<file path="src/uap_pkg.sv">
`timescale 1ns / 1ps
// ----------------------------------------------------------------------------
// uap_pkg
// Shared types, constants and character helpers for the URL authority parser.
// ----------------------------------------------------------------------------
package uap_pkg;

  localparam int MAX_URL_BYTES_DEF = 2048;
  localparam int OUT_POS_W         = 12;
  localparam int SCHEME_KEEP       = 5;
  localparam int SCHEME_LEN_MAX    = 6;
  localparam int PORT_W            = 17;
  localparam int PORT_MAX          = 65535;
  localparam int PORT_SAT          = 65536;

  localparam logic [7:0] CH_AT     = 8'h40;
  localparam logic [7:0] CH_SLASH  = 8'h2f;
  localparam logic [7:0] CH_QUEST  = 8'h3f;
  localparam logic [7:0] CH_HASH   = 8'h23;
  localparam logic [7:0] CH_DASH   = 8'h2d;
  localparam logic [7:0] CH_UNDER  = 8'h5f;
  localparam logic [7:0] CH_DOT    = 8'h2e;
  localparam logic [7:0] CH_COLON  = 8'h3a;
  localparam logic [7:0] CH_LBRACK = 8'h5b;
  localparam logic [7:0] CH_RBRACK = 8'h5d;
  localparam logic [7:0] CH_ZERO   = 8'h30;

  typedef enum logic [2:0] {
    PH_SCHEME,
    PH_HOST_START,
    PH_HOST,
    PH_V6,
    PH_AFTER_V6,
    PH_PORT,
    PH_PATH,
    PH_SKIP
  } phase_t;

  typedef enum logic [1:0] {
    ST_OK,
    ST_BAD_URL,
    ST_BAD_SCHEME,
    ST_CREDENTIALS
  } status_t;

  typedef struct packed {
    phase_t                          phase;
    logic [SCHEME_KEEP-1:0][7:0]     scheme_chars;
    logic [2:0]                      scheme_length;
    logic                            scheme_overflow;
    logic                            at_sign_seen;
    logic                            port_digit_seen;
    logic                            bad_flag;
    logic                            too_long;
  } scan_t;

  function automatic logic is_digit(input logic [7:0] c);
    return (c inside {["0":"9"]});
  endfunction

  function automatic logic host_char_ok(input logic [7:0] c);
    return (c inside {["a":"z"], ["A":"Z"], ["0":"9"], CH_DASH, CH_DOT, CH_UNDER, CH_COLON});
  endfunction

  function automatic logic [7:0] to_lower(input logic [7:0] c);
    return (c inside {["A":"Z"]}) ? c + 8'd32 : c;
  endfunction

  // authority closing checks: open bracket, empty host, bad port
  function automatic logic auth_bad(input phase_t ph, input logic count_zero,
                                    input logic digit_seen, input logic port_zero);
    return (ph == PH_V6) || count_zero || ((ph == PH_PORT) && (!digit_seen || port_zero));
  endfunction

endpackage

</file>
<file path="src/uap_scan.sv">
`timescale 1ns / 1ps
// ----------------------------------------------------------------------------
// uap_scan
// Per-byte parse state: holds the running state and works out the state
// after the current beat.
// ----------------------------------------------------------------------------
module uap_scan #(
  parameter int MAX_URL_BYTES = uap_pkg::MAX_URL_BYTES_DEF,
  parameter int POS_W         = $clog2(MAX_URL_BYTES + 1)
) (
  input  logic                        clk,
  input  logic                        rst,
  input  logic                        take,
  input  logic [7:0]                  url_byte,
  input  logic                        last_byte,
  input  logic                        empty_url,
  output uap_pkg::scan_t              scan_next,
  output logic [POS_W-1:0]            pos_next,
  output logic [POS_W-1:0]            host_begin_next,
  output logic [POS_W-1:0]            host_count_next,
  output logic [POS_W-1:0]            path_begin_next,
  output logic [uap_pkg::PORT_W-1:0]  port_value_next
);

  localparam int PW = uap_pkg::PORT_W;

  uap_pkg::scan_t   scan;
  logic [POS_W-1:0] pos;
  logic [POS_W-1:0] host_begin;
  logic [POS_W-1:0] host_count;
  logic [POS_W-1:0] path_begin;
  logic [PW-1:0]    port_value;
  logic [15:0]      recent;
  logic [15:0]      recent_next;

  logic [7:0]       c;
  logic [PW+3:0]    port_calc;
  logic [POS_W-1:0] scheme_end;

  assign c          = url_byte;
  assign scheme_end = pos - POS_W'(2);
  assign port_calc  = {port_value, 3'b000} + {2'b00, port_value, 1'b0}
                    + (PW+4)'(c - uap_pkg::CH_ZERO);

  always_comb begin
    scan_next       = scan;
    pos_next        = pos;
    host_begin_next = host_begin;
    host_count_next = host_count;
    path_begin_next = path_begin;
    port_value_next = port_value;
    recent_next     = recent;
    if (!empty_url) begin
      if (pos >= POS_W'(MAX_URL_BYTES)) begin
        scan_next.too_long = 1'b1;
      end else begin
        recent_next = {recent[7:0], c};
        pos_next    = pos + POS_W'(1);
        if (scan.phase == uap_pkg::PH_SCHEME) begin
          if (pos < POS_W'(uap_pkg::SCHEME_KEEP)) begin
            scan_next.scheme_chars[pos[2:0]] = uap_pkg::to_lower(c);
          end
          if ((c == uap_pkg::CH_SLASH) && (recent[7:0] == uap_pkg::CH_SLASH) &&
              (recent[15:8] == uap_pkg::CH_COLON) && (pos >= POS_W'(2))) begin
            if (scheme_end > POS_W'(uap_pkg::SCHEME_LEN_MAX)) begin
              scan_next.scheme_overflow = 1'b1;
            end else begin
              scan_next.scheme_length = scheme_end[2:0];
            end
            scan_next.phase = uap_pkg::PH_HOST_START;
          end
        end else if (scan.phase != uap_pkg::PH_PATH) begin
          if (c inside {uap_pkg::CH_SLASH, uap_pkg::CH_QUEST, uap_pkg::CH_HASH}) begin
            if (uap_pkg::auth_bad(scan.phase, host_count == '0, scan.port_digit_seen,
                                  port_value == '0)) begin
              scan_next.bad_flag = 1'b1;
            end
            path_begin_next = pos;
            scan_next.phase = uap_pkg::PH_PATH;
          end else if (c == uap_pkg::CH_AT) begin
            scan_next.at_sign_seen = 1'b1;
          end else begin
            case (scan.phase)
              uap_pkg::PH_HOST_START, uap_pkg::PH_HOST: begin
                if ((scan.phase == uap_pkg::PH_HOST_START) && (c == uap_pkg::CH_LBRACK)) begin
                  host_begin_next = pos + POS_W'(1);
                  scan_next.phase = uap_pkg::PH_V6;
                end else begin
                  if (scan.phase == uap_pkg::PH_HOST_START) begin
                    host_begin_next = pos;
                  end
                  if (c == uap_pkg::CH_COLON) begin
                    scan_next.phase = uap_pkg::PH_PORT;
                  end else begin
                    scan_next.phase = uap_pkg::PH_HOST;
                    if (!uap_pkg::host_char_ok(c)) begin
                      scan_next.bad_flag = 1'b1;
                    end
                    host_count_next = host_count + POS_W'(1);
                  end
                end
              end
              uap_pkg::PH_V6: begin
                if (c == uap_pkg::CH_RBRACK) begin
                  scan_next.phase = uap_pkg::PH_AFTER_V6;
                end else begin
                  if (!uap_pkg::host_char_ok(c)) begin
                    scan_next.bad_flag = 1'b1;
                  end
                  host_count_next = host_count + POS_W'(1);
                end
              end
              uap_pkg::PH_AFTER_V6: begin
                if (c == uap_pkg::CH_COLON) begin
                  scan_next.phase = uap_pkg::PH_PORT;
                end else begin
                  scan_next.bad_flag = 1'b1;
                  scan_next.phase    = uap_pkg::PH_SKIP;
                end
              end
              uap_pkg::PH_PORT: begin
                if (uap_pkg::is_digit(c)) begin
                  scan_next.port_digit_seen = 1'b1;
                  // saturate one past the legal maximum
                  if (port_calc > (PW+4)'(uap_pkg::PORT_MAX)) begin
                    scan_next.bad_flag = 1'b1;
                    port_value_next    = PW'(uap_pkg::PORT_SAT);
                  end else begin
                    port_value_next = port_calc[PW-1:0];
                  end
                end else begin
                  scan_next.bad_flag = 1'b1;
                  scan_next.phase    = uap_pkg::PH_SKIP;
                end
              end
              default: begin
              end
            endcase
          end
        end
      end
    end
  end

  always_ff @(posedge clk) begin
    if (rst || (take && (empty_url || last_byte))) begin
      scan       <= '{phase: uap_pkg::PH_SCHEME, default: '0};
      pos        <= '0;
      host_begin <= '0;
      host_count <= '0;
      path_begin <= '0;
      port_value <= '0;
      recent     <= '0;
    end else if (take) begin
      scan       <= scan_next;
      pos        <= pos_next;
      host_begin <= host_begin_next;
      host_count <= host_count_next;
      path_begin <= path_begin_next;
      port_value <= port_value_next;
      recent     <= recent_next;
    end
  end

endmodule

</file>
<file path="src/uap_judge.sv">
`timescale 1ns / 1ps
// ----------------------------------------------------------------------------
// uap_judge
// End-of-URL checks: scheme match, precedence of failures and the result
// fields, worked out from the state after the final beat.
// ----------------------------------------------------------------------------
module uap_judge #(
  parameter int POS_W = 12
) (
  input  uap_pkg::scan_t                  scan,
  input  logic [POS_W-1:0]                pos,
  input  logic [POS_W-1:0]                host_begin,
  input  logic [POS_W-1:0]                host_count,
  input  logic [POS_W-1:0]                path_begin,
  input  logic [uap_pkg::PORT_W-1:0]      port_value,
  output uap_pkg::status_t                status,
  output logic                            secure,
  output logic [15:0]                     port_number,
  output logic [uap_pkg::OUT_POS_W-1:0]   host_offset,
  output logic [uap_pkg::OUT_POS_W-1:0]   host_length,
  output logic [uap_pkg::OUT_POS_W-1:0]   path_offset
);

  localparam int OW = uap_pkg::OUT_POS_W;

  logic http_hit;
  logic https_hit;
  logic http4;
  logic auth_fail;

  assign http4 = (scan.scheme_chars[0] == "h") && (scan.scheme_chars[1] == "t") &&
                 (scan.scheme_chars[2] == "t") && (scan.scheme_chars[3] == "p");
  assign http_hit  = !scan.scheme_overflow && (scan.scheme_length == 3'd4) && http4;
  assign https_hit = !scan.scheme_overflow && (scan.scheme_length == 3'd5) && http4 &&
                     (scan.scheme_chars[4] == "s");
  assign auth_fail = (scan.phase != uap_pkg::PH_PATH) &&
                     uap_pkg::auth_bad(scan.phase, host_count == '0, scan.port_digit_seen,
                                       port_value == '0);

  always_comb begin
    if (scan.too_long || (pos == '0) || (scan.phase == uap_pkg::PH_SCHEME)) begin
      status = uap_pkg::ST_BAD_URL;
    end else if (!scan.scheme_overflow && (scan.scheme_length == 3'd0)) begin
      status = uap_pkg::ST_BAD_URL;
    end else if (!(https_hit || http_hit)) begin
      status = uap_pkg::ST_BAD_SCHEME;
    end else if (scan.at_sign_seen) begin
      status = uap_pkg::ST_CREDENTIALS;
    end else if (scan.bad_flag || auth_fail) begin
      status = uap_pkg::ST_BAD_URL;
    end else begin
      status = uap_pkg::ST_OK;
    end
  end

  always_comb begin
    secure      = 1'b0;
    port_number = '0;
    host_offset = '0;
    host_length = '0;
    path_offset = '0;
    if (status == uap_pkg::ST_OK) begin
      secure      = https_hit;
      port_number = port_value[15:0];
      host_offset = OW'(host_begin);
      host_length = OW'(host_count);
      path_offset = (scan.phase == uap_pkg::PH_PATH) ? OW'(path_begin) : OW'(pos);
    end
  end

endmodule

</file>
<file path="src/url_authority_parser.sv">
`timescale 1ns / 1ps
// ----------------------------------------------------------------------------
// url_authority_parser
// Checks an absolute http/https URL streamed one byte per beat and reports
// status, scheme security, port, host position/length and path start.
// ----------------------------------------------------------------------------
// Takes one URL byte every clock cycle while in_ready is high, with no gaps
// between URLs; the parse state advances on each accepted beat. On the beat
// that ends a URL (last_byte or empty_url) the result is checked in the same
// cycle and lands in the output register, visible in the next cycle. Input
// is stalled only while an unread result sits there and out_ready is low.
// Bytes past MAX_URL_BYTES are dropped and the URL is reported as bad.
module url_authority_parser #(
  parameter int MAX_URL_BYTES = uap_pkg::MAX_URL_BYTES_DEF
) (
  input  logic                            clk,
  input  logic                            rst,
  input  logic                            in_valid,
  output logic                            in_ready,
  input  logic [7:0]                      url_byte,
  input  logic                            last_byte,
  input  logic                            empty_url,
  output logic                            out_valid,
  input  logic                            out_ready,
  output logic [1:0]                      status,
  output logic                            secure,
  output logic [15:0]                     port_number,
  output logic [uap_pkg::OUT_POS_W-1:0]   host_offset,
  output logic [uap_pkg::OUT_POS_W-1:0]   host_length,
  output logic [uap_pkg::OUT_POS_W-1:0]   path_offset
);

  localparam int POS_W = $clog2(MAX_URL_BYTES + 1);
  localparam int OW    = uap_pkg::OUT_POS_W;

  logic                        take;
  logic                        url_end;
  uap_pkg::scan_t              scan_next;
  logic [POS_W-1:0]            pos_next;
  logic [POS_W-1:0]            host_begin_next;
  logic [POS_W-1:0]            host_count_next;
  logic [POS_W-1:0]            path_begin_next;
  logic [uap_pkg::PORT_W-1:0]  port_value_next;

  uap_pkg::status_t            res_status;
  logic                        res_secure;
  logic [15:0]                 res_port;
  logic [OW-1:0]               res_host_offset;
  logic [OW-1:0]               res_host_length;
  logic [OW-1:0]               res_path_offset;

  assign in_ready = !out_valid || out_ready;
  assign take     = in_valid && in_ready;
  assign url_end  = take && (empty_url || last_byte);

  uap_scan #(
    .MAX_URL_BYTES (MAX_URL_BYTES),
    .POS_W         (POS_W)
  ) u_scan (
    .clk             (clk),
    .rst             (rst),
    .take            (take),
    .url_byte        (url_byte),
    .last_byte       (last_byte),
    .empty_url       (empty_url),
    .scan_next       (scan_next),
    .pos_next        (pos_next),
    .host_begin_next (host_begin_next),
    .host_count_next (host_count_next),
    .path_begin_next (path_begin_next),
    .port_value_next (port_value_next)
  );

  uap_judge #(
    .POS_W (POS_W)
  ) u_judge (
    .scan        (scan_next),
    .pos         (pos_next),
    .host_begin  (host_begin_next),
    .host_count  (host_count_next),
    .path_begin  (path_begin_next),
    .port_value  (port_value_next),
    .status      (res_status),
    .secure      (res_secure),
    .port_number (res_port),
    .host_offset (res_host_offset),
    .host_length (res_host_length),
    .path_offset (res_path_offset)
  );

  // result register, refilled in the same cycle it is read
  always_ff @(posedge clk) begin
    if (rst) begin
      out_valid <= 1'b0;
    end else if (url_end) begin
      out_valid <= 1'b1;
    end else if (out_ready) begin
      out_valid <= 1'b0;
    end
  end

  always_ff @(posedge clk) begin
    if (url_end) begin
      status      <= res_status;
      secure      <= res_secure;
      port_number <= res_port;
      host_offset <= res_host_offset;
      host_length <= res_host_length;
      path_offset <= res_path_offset;
    end
  end

endmodule
</file>
<file path="config.mk">
export PLATFORM = sky130hd
export DESIGN_NAME = url_authority_parser
export DESIGN_NICKNAME = d
export VERILOG_FILES = /design/src/uap_pkg.sv /design/src/uap_scan.sv /design/src/uap_judge.sv /design/src/url_authority_parser.sv
export SDC_FILE = /design/constraint.sdc
export NUM_CORES = 1
export LEC_CHECK = 0
export ABC_CLOCK_PERIOD_IN_PS = 4900
export BUFFER_PORTS_ARGS = -buffer_cell sky130_fd_sc_hd__buf_2
export CAP_MARGIN = 20
export CORE_MARGIN = 2
export CORE_UTILIZATION = 45
export CTS_CLUSTER_DIAMETER = 120
export DETAILED_ROUTE_END_ITERATION = 7
export PLACE_DENSITY = 0.74
export SYNTH_ARGS = -nofsm -noshare
export SYNTH_HDL_FRONTEND = slang
export SYNTH_SLANG_ARGS = --single-unit
</file>
<file path="constraint.sdc">
create_clock -name clk -period 4.9 [get_ports clk]
set_input_delay 0.735 -clock clk [delete_from_list [all_inputs] [get_ports clk]]
set_output_delay 0.735 -clock clk [all_outputs]
set_load 0.01 [all_outputs]
</file>
# After elaboration in Yosys (flattened, before gate mapping)
# Cells that the tools add are included.
[totals]
ff_bits = 188
[op_classes]
addsub = 7
magnitude_cmp = 13
eq_ne = 29
n_mux = 83
n_bitwise = 2
n_reduce_logical = 53
[ops]
columns = ["cell", "n"]
rows = [
  ["2-to-1 mux 12 bit", 26],
  ["2-to-1 mux 17 bit", 9],
  ["equality test 8 x 7 -> 1 bit (second input constant)", 9],
  ["equality test 8 x 6 -> 1 bit (second input constant)", 8],
  ["2-to-1 mux 51 bit", 1],
  ["2-to-1 mux 50 bit", 1],
  ["2-to-1 mux 44 bit", 1],
  ["bitwise mux 40 bit", 1],
  ["2-to-1 mux 40 bit", 1],
  ["zero test 12 bit", 3],
  ["2-to-1 mux 3 bit", 12],
  ["zero test 17 bit", 2],
  ["adder 12 x 1 -> 12 bit (second input constant)", 2],
  ["demux 8 bit (select 3 bit)", 1],
  ["one-hot mux 12 bit (2 select lines)", 1],
  ["logical AND 1 bit", 22],
  ["adder 20 x 18 -> 21 bit", 1],
  ["adder 21 bit", 1],
  ["greater-than comparator 21 x 16 -> 1 bit (second input constant)", 1],
  ["equality test 3 bit (second input constant)", 6],
  ["2-to-1 mux 1 bit", 17],
  ["greater-or-equal comparator 8 x 7 -> 1 bit (second input constant)", 2],
  ["less-or-equal comparator 8 x 7 -> 1 bit (second input constant)", 2],
  ["2-to-1 mux 8 bit", 2],
  ["28 further kinds", 55],
]

# Depth between registers and ports, before layout
[logic_depth]
word_depth = 25
ltp_mapped = 20

# Hierarchy
# A second synthesis with hierarchy kept.
[unflattened]
hier_cells = 1365
area_unflattened_um2 = 11551.1
[modules_own_cells]
columns = ["module", "n_inst", "cells_each", "area_each_um2", "seq_area_each_um2"]
rows = [
  ["uap_scan", 1, 1179, 8984.9, 2642.5],
  ["url_authority_parser", 1, 61, 1710.4, 1671.6],
  ["uap_judge", 1, 125, 855.8, 0.0],
]

# Least setup slack after synthesis
# No wires, ideal clock.
[synth_timing]
path_kind = "input-to-reg"
from = "input url_byte[4]"
to = "register host_offset[10] (netlist bit), data pin"
arrival_time_ns = 4.918
path_slack_ns = -0.301
cell_stages = 15
path_buffers = 2
path_cell_list = "ha_1 or3_1 inv_1 fa_1 ha_1 clkbuf_1 nand4_1 o31ai_1 xor2_1 or4_1 o41a_1 o32a_1 o2111ai_4 buf_4 a211oi_2"
[synth_between]
elab_chain_cells = 24
elab_cells_between_ends = 129
cone_classes = "add/sub (3); order compare (7); eq/ne (20); mux (66); reduce/logical (33)"
[synth_lines]
columns = ["element", "line", "source"]
rows = [
  ["start: declaration", "url_authority_parser.sv:20", "input logic [7:0] url_byte,"],
  ["subtractor 8 x 6 -> 9 bit", "uap_scan.sv:43", "+ (PW+4)'(c - uap_pkg::CH_ZERO);"],
  ["adder 21 bit", "uap_scan.sv:43", ""],
  ["greater-than comparator 21 x 16 -> 1 bit", "uap_scan.sv:125", "if (port_calc > (PW+4)'(uap_pkg::PORT_MAX)) begin"],
  ["2-to-1 mux 17 bit", "uap_scan.sv:125", ""],
  ["2-to-1 mux 17 bit", "uap_scan.sv:122", "if (uap_pkg::is_digit(c)) begin"],
  ["2-to-1 mux 17 bit", "uap_scan.sv:83", "case (scan.phase)"],
  ["2-to-1 mux 17 bit", "uap_scan.sv:80", "end else if (c == uap_pkg::CH_AT) begin"],
  ["2-to-1 mux 17 bit", "uap_scan.sv:73", "if (c inside {uap_pkg::CH_SLASH, uap_pkg::CH_QUEST, uap_pkg::CH_HASH}) begin"],
  ["[... 8 more ...]", "-", ""],
  ["logical AND 1 bit", "uap_judge.sv:36", "assign auth_fail = (scan.phase != uap_pkg::PH_PATH) &&"],
  ["logical OR 1 bit", "uap_judge.sv:49", "end else if (scan.bad_flag || auth_fail) begin"],
  ["2-to-1 mux 1 bit", "uap_judge.sv:49", ""],
  ["2-to-1 mux 2 bit", "uap_judge.sv:47", "end else if (scan.at_sign_seen) begin"],
  ["2-to-1 mux 2 bit", "uap_judge.sv:45", "end else if (!(https_hit || http_hit)) begin"],
  ["2-to-1 mux 2 bit", "uap_judge.sv:43", "end else if (!scan.scheme_overflow && (scan.scheme_length == 3'd0)) begin"],
  ["2-to-1 mux 2 bit", "uap_judge.sv:41", "if (scan.too_long || (pos == '0) || (scan.phase == uap_pkg::PH_SCHEME)) begin"],
  ["zero test 2 bit", "uap_judge.sv:62", "if (status == uap_pkg::ST_OK) begin"],
  ["end signal: assignment", "url_authority_parser.sv:107", "host_offset <= res_host_offset;"],
  ["end: declaration", "url_authority_parser.sv:28", "output logic [uap_pkg::OUT_POS_W-1:0] host_offset,"],
]
# Parallel ways exist; a longest one is shown, timed or not.
# A chain may end at the register's enable or synchronous reset.

# Worst setup path after layout
[layout_timing]
from = "input url_byte[4]"
to = "register host_length[6] (netlist bit), data pin"
[layout_between]
elab_chain_cells = 24
elab_cells_between_ends = 121
cone_classes = "add/sub (3); order compare (7); eq/ne (20); mux (58); reduce/logical (33)"
[layout_lines]
columns = ["element", "line", "source"]
rows = [
  ["subtractor 8 x 6 -> 9 bit", "uap_scan.sv:43", ""],
  ["adder 21 bit", "uap_scan.sv:43", ""],
  ["greater-than comparator 21 x 16 -> 1 bit", "uap_scan.sv:125", ""],
  ["2-to-1 mux 17 bit", "uap_scan.sv:125", ""],
  ["2-to-1 mux 17 bit", "uap_scan.sv:122", ""],
  ["2-to-1 mux 17 bit", "uap_scan.sv:83", ""],
  ["2-to-1 mux 17 bit", "uap_scan.sv:80", ""],
  ["2-to-1 mux 17 bit", "uap_scan.sv:73", ""],
  ["[... 8 more ...]", "-", ""],
  ["logical AND 1 bit", "uap_judge.sv:36", ""],
  ["logical OR 1 bit", "uap_judge.sv:49", ""],
  ["2-to-1 mux 1 bit", "uap_judge.sv:49", ""],
  ["2-to-1 mux 2 bit", "uap_judge.sv:47", ""],
  ["2-to-1 mux 2 bit", "uap_judge.sv:45", ""],
  ["2-to-1 mux 2 bit", "uap_judge.sv:43", ""],
  ["2-to-1 mux 2 bit", "uap_judge.sv:41", ""],
  ["zero test 2 bit", "uap_judge.sv:62", ""],
  ["end signal: assignment", "url_authority_parser.sv:108", "host_length <= res_host_length;"],
  ["end: declaration", "url_authority_parser.sv:29", "output logic [uap_pkg::OUT_POS_W-1:0] host_length,"],
]
# Parallel ways exist; a longest one is shown, timed or not.

==> flow_summary.ini <==
[status]
outcome = finished clean

[synth]
ys_types = 88
yosysSeqAreaShare = 0.372
synth_area_leaders = dfxtp_1 23%, edfxtp_1 14%, nand2_1 6.7%
syn_area_per_cell_um2 = 8.16
yosys_warnings = 0
synth_top_flop_cell = dfxtp_1
syn_area_um2 = 11600
yosys.area.top_type = dfxtp_1
synthCells = 1421
synth_top_area_share = 0.230
ys_seq_elements = 188
synth_fp_nets = 1489
synth_edf_count = 55
synthArstFlopShare = 0

[cts]
htree_levels = 4
clk_pin_slew_ns = 0.08
clk_latency_ns = 0.45
cts_setup_buffers = 0
numClockSinks = 188
cts-root-buf = clkbuf_16
numCtsBuffers = 17
clockBufferDepth = 2
cts_tree = built

[timing]
finalSetupViolations = 0
max-slew-margin-rel = 0.287
finalCritPeriodShare = 0.973
fmax_mhz = 210
slew_viol_final = 0
worst_clock_skew_ns = 0.0213
hold_viol_final = 0
fin_ws_ns = 0.131
period_needed_ns = 4.77
rsz0062_at_grt = false
worst_pin_slew_ns = 1.06

[final_layout]
final_area_um2 = 13400
drive_gt1_frac = 0.172
nFillCells = 2333
multi_input_area_um2 = 6740
nets = 1582
final_cells = 1858
seqCellArea_um2 = 4310
syn_to_final_growth_pct = 15.9

[floorplan]
core-area_um2 = 25300
die_height_um = 164
die-area_um2 = 27100
ios = 71
start_util = 0.459
num_rows = 58
fp.dieW_um = 164

[detailed_routing]
drt_wl_total_um = 32300
vias = 10900
drcViolationCount = 0
first_pass_iters = 6
wl_per_cell_um = 17.4
drt_iter0_drc = 1419
ant_nets = 0
via_per_inst = 5.89

[global_routing]
grt_pass1_vias = 10000
grt_pass1_wl_um = 52400
grt_usage = 0.242
grt_max_degree = 70
grt_overflow = 0
antenna_found_initial = 1

[placement]
post-dp-hpwl_um = 23100
dp_worst_setup_slack_ns = -0.283
io_buffers = 70
routabilityCongestion = 0.932
dpl.cell_count = 1825
postPlaceCellArea_um2 = 12800

[pwr]
pwr_density_cell_nw_per_um2 = 258
leakage_nw = 4.91
ir_drop_v = 0.000238

[worst_setup_path]
cp.arrival_ns = 4.93
required_ns = 5.06
end_kind = flop
critPathKind = in -> reg
start_kind = input pin
critPathMaxFanout = 42

[hold_path]
hold_path.class = reg -> reg

[flow_run]
cap_violations = 0
==> where the power goes <==
part	internal (W)	total, W	switching, W
combinational	0.000134	0.000379	0.000245
clock	0.000699	0.00143	0.000736
sequential	0.00163	0.00165	0.0000179
total	0.00246	0.00346	0.000999
==> stage by stage <==
stage               hold slack, ns  power [W]  TNS, ns  utilization
floorplan                    0.427    0.00191        0            -
global placement             0.435    0.00205    -9.25        0.506
detailed placement           0.441    0.00206   -13.62        0.507
CTS                          0.448    0.00347        0        0.531
global route                 0.461    0.00357        0        0.532
finish                       0.451    0.00346        0        0.532
==> placed cells by master (no fill, tap or decap), types with 6 or more instances in the layout <==
cell,Yosys,routed
or3_1,11,10
a31oi_1,17,17
dfxtp_1,133,133
nor2_1,170,170
o21a_1,6,6
xor2_1,24,24
o31ai_1,10,9
nor3_1,33,30
mux2i_1,21,21
buf_2,12,70
o21ai_0,44,43
a21oi_1,151,149
fa_1,16,16
a211oi_1,23,23
inv_1,50,47
o211ai_1,11,11
xnor2_1,28,28
clkbuf_16,0,17
edfxtp_1,55,55
ha_1,38,37
a21o_1,9,9
nor4_1,20,19
nand3b_1,7,7
nand2_1,207,207
nor3b_1,7,7
nor3_2,5,8
and3_1,13,13
buf_4,1,100
nand4_1,13,13
clkinv_8,0,7
or4_1,7,7
nand2b_1,10,9
a211oi_2,13,13
nand3_1,54,54
nor2b_1,7,7
==> logic make-up (layout without fill, tap and decap cells) <==
family                   Yosys count  count (layout)  share of synthesized area
buffers and inverters            149             255                     0.0505
AND/OR/NAND/NOR                  608             608                      0.252
XOR/XNOR                          52              52                     0.0393
flip-flops                       188             188                      0.372
adder cells (fa/ha/maj)           54              54                     0.0687
multiplexers                      23              23                     0.0201
AO/OA/AOI/OAI                    347             347                      0.197
other                              0               1                          0
==> repair_timing <==
action	4_1_cts	5_1_grt
hold buffers	0	0
gates resized for setup	0	3
setup endpoints to repair	0	2
==> cells in the mapped netlist (20+ instances only) <==
cell      instances
nand2_1         207
nor2_1          170
a21oi_1         151
dfxtp_1         133
clkbuf_1         80
edfxtp_1         55
nand3_1          54
inv_1            50
o21ai_0          44
ha_1             38
nor3_1           33
xnor2_1          28
xor2_1           24
a211oi_1         23
mux2i_1          21
nor4_1           20
==> metal layers <==
metal | part of all wire | up-vias | track usage | wire (um)
met5 | 0 | - | 0 | 0
met3 | 0.093 | 56 | 0.0452 | 3000
met1 | 0.45 | 5096 | 0.350 | 14400
met4 | 0.021 | 0 | 0.0704 | 671
li1 | - | 5256 | - | -
met2 | 0.44 | 541 | 0.369 | 14200
==> cell type report <==
type                       count  share of cell area
clock buffer                  17              0.0317
tap                          330              0.0307
multi-input combinational   1084               0.502
clock inverter                15              0.0143
inverter                      51              0.0148
antenna                        1            0.000186
sequential                   188               0.321
timing repair buffer         172              0.0850
==> worst max-delay path, cell delays in order <==
cell and delay, ns:
buf_2 0.14, ha_2 0.19, or3_4 0.40, inv_8 0.11
fa_1 0.42, ha_1 0.36, a21oi_1 0.19, o21ai_0 0.14
a21oi_1 0.17, o31ai_2 0.12, xor2_1 0.18, or4_1 0.54
o41a_1 0.36, o32a_1 0.24, o2111ai_4 0.25, buf_12 0.27
a311oi_1 0.08
==> sequential cells by signal (all words and copies together), names as in the netlist, 12 cells and up <==
signal,count
u_scan.host_count,12
u_scan.path_begin,12
u_scan.host_begin,12
u_scan.pos,12
host_offset,12
path_offset,12
port_number,16
u_scan.scan,51
u_scan.port_value,17
u_scan.recent,16
host_length,12
==> worst paths after layout <==
path,to,from,cells after the start,slack [ns]
worst max register to register,host_length[6],u_scan.port_value[2],14,0.38
worst max-delay path,host_length[6],url_byte[4],17,0.13
worst min-delay path,u_scan.scan[30],u_scan.scan[30],2,0.45
worst min register to register,u_scan.scan[30],u_scan.scan[30],2,0.45
Power figures use the tool's default switching activity.
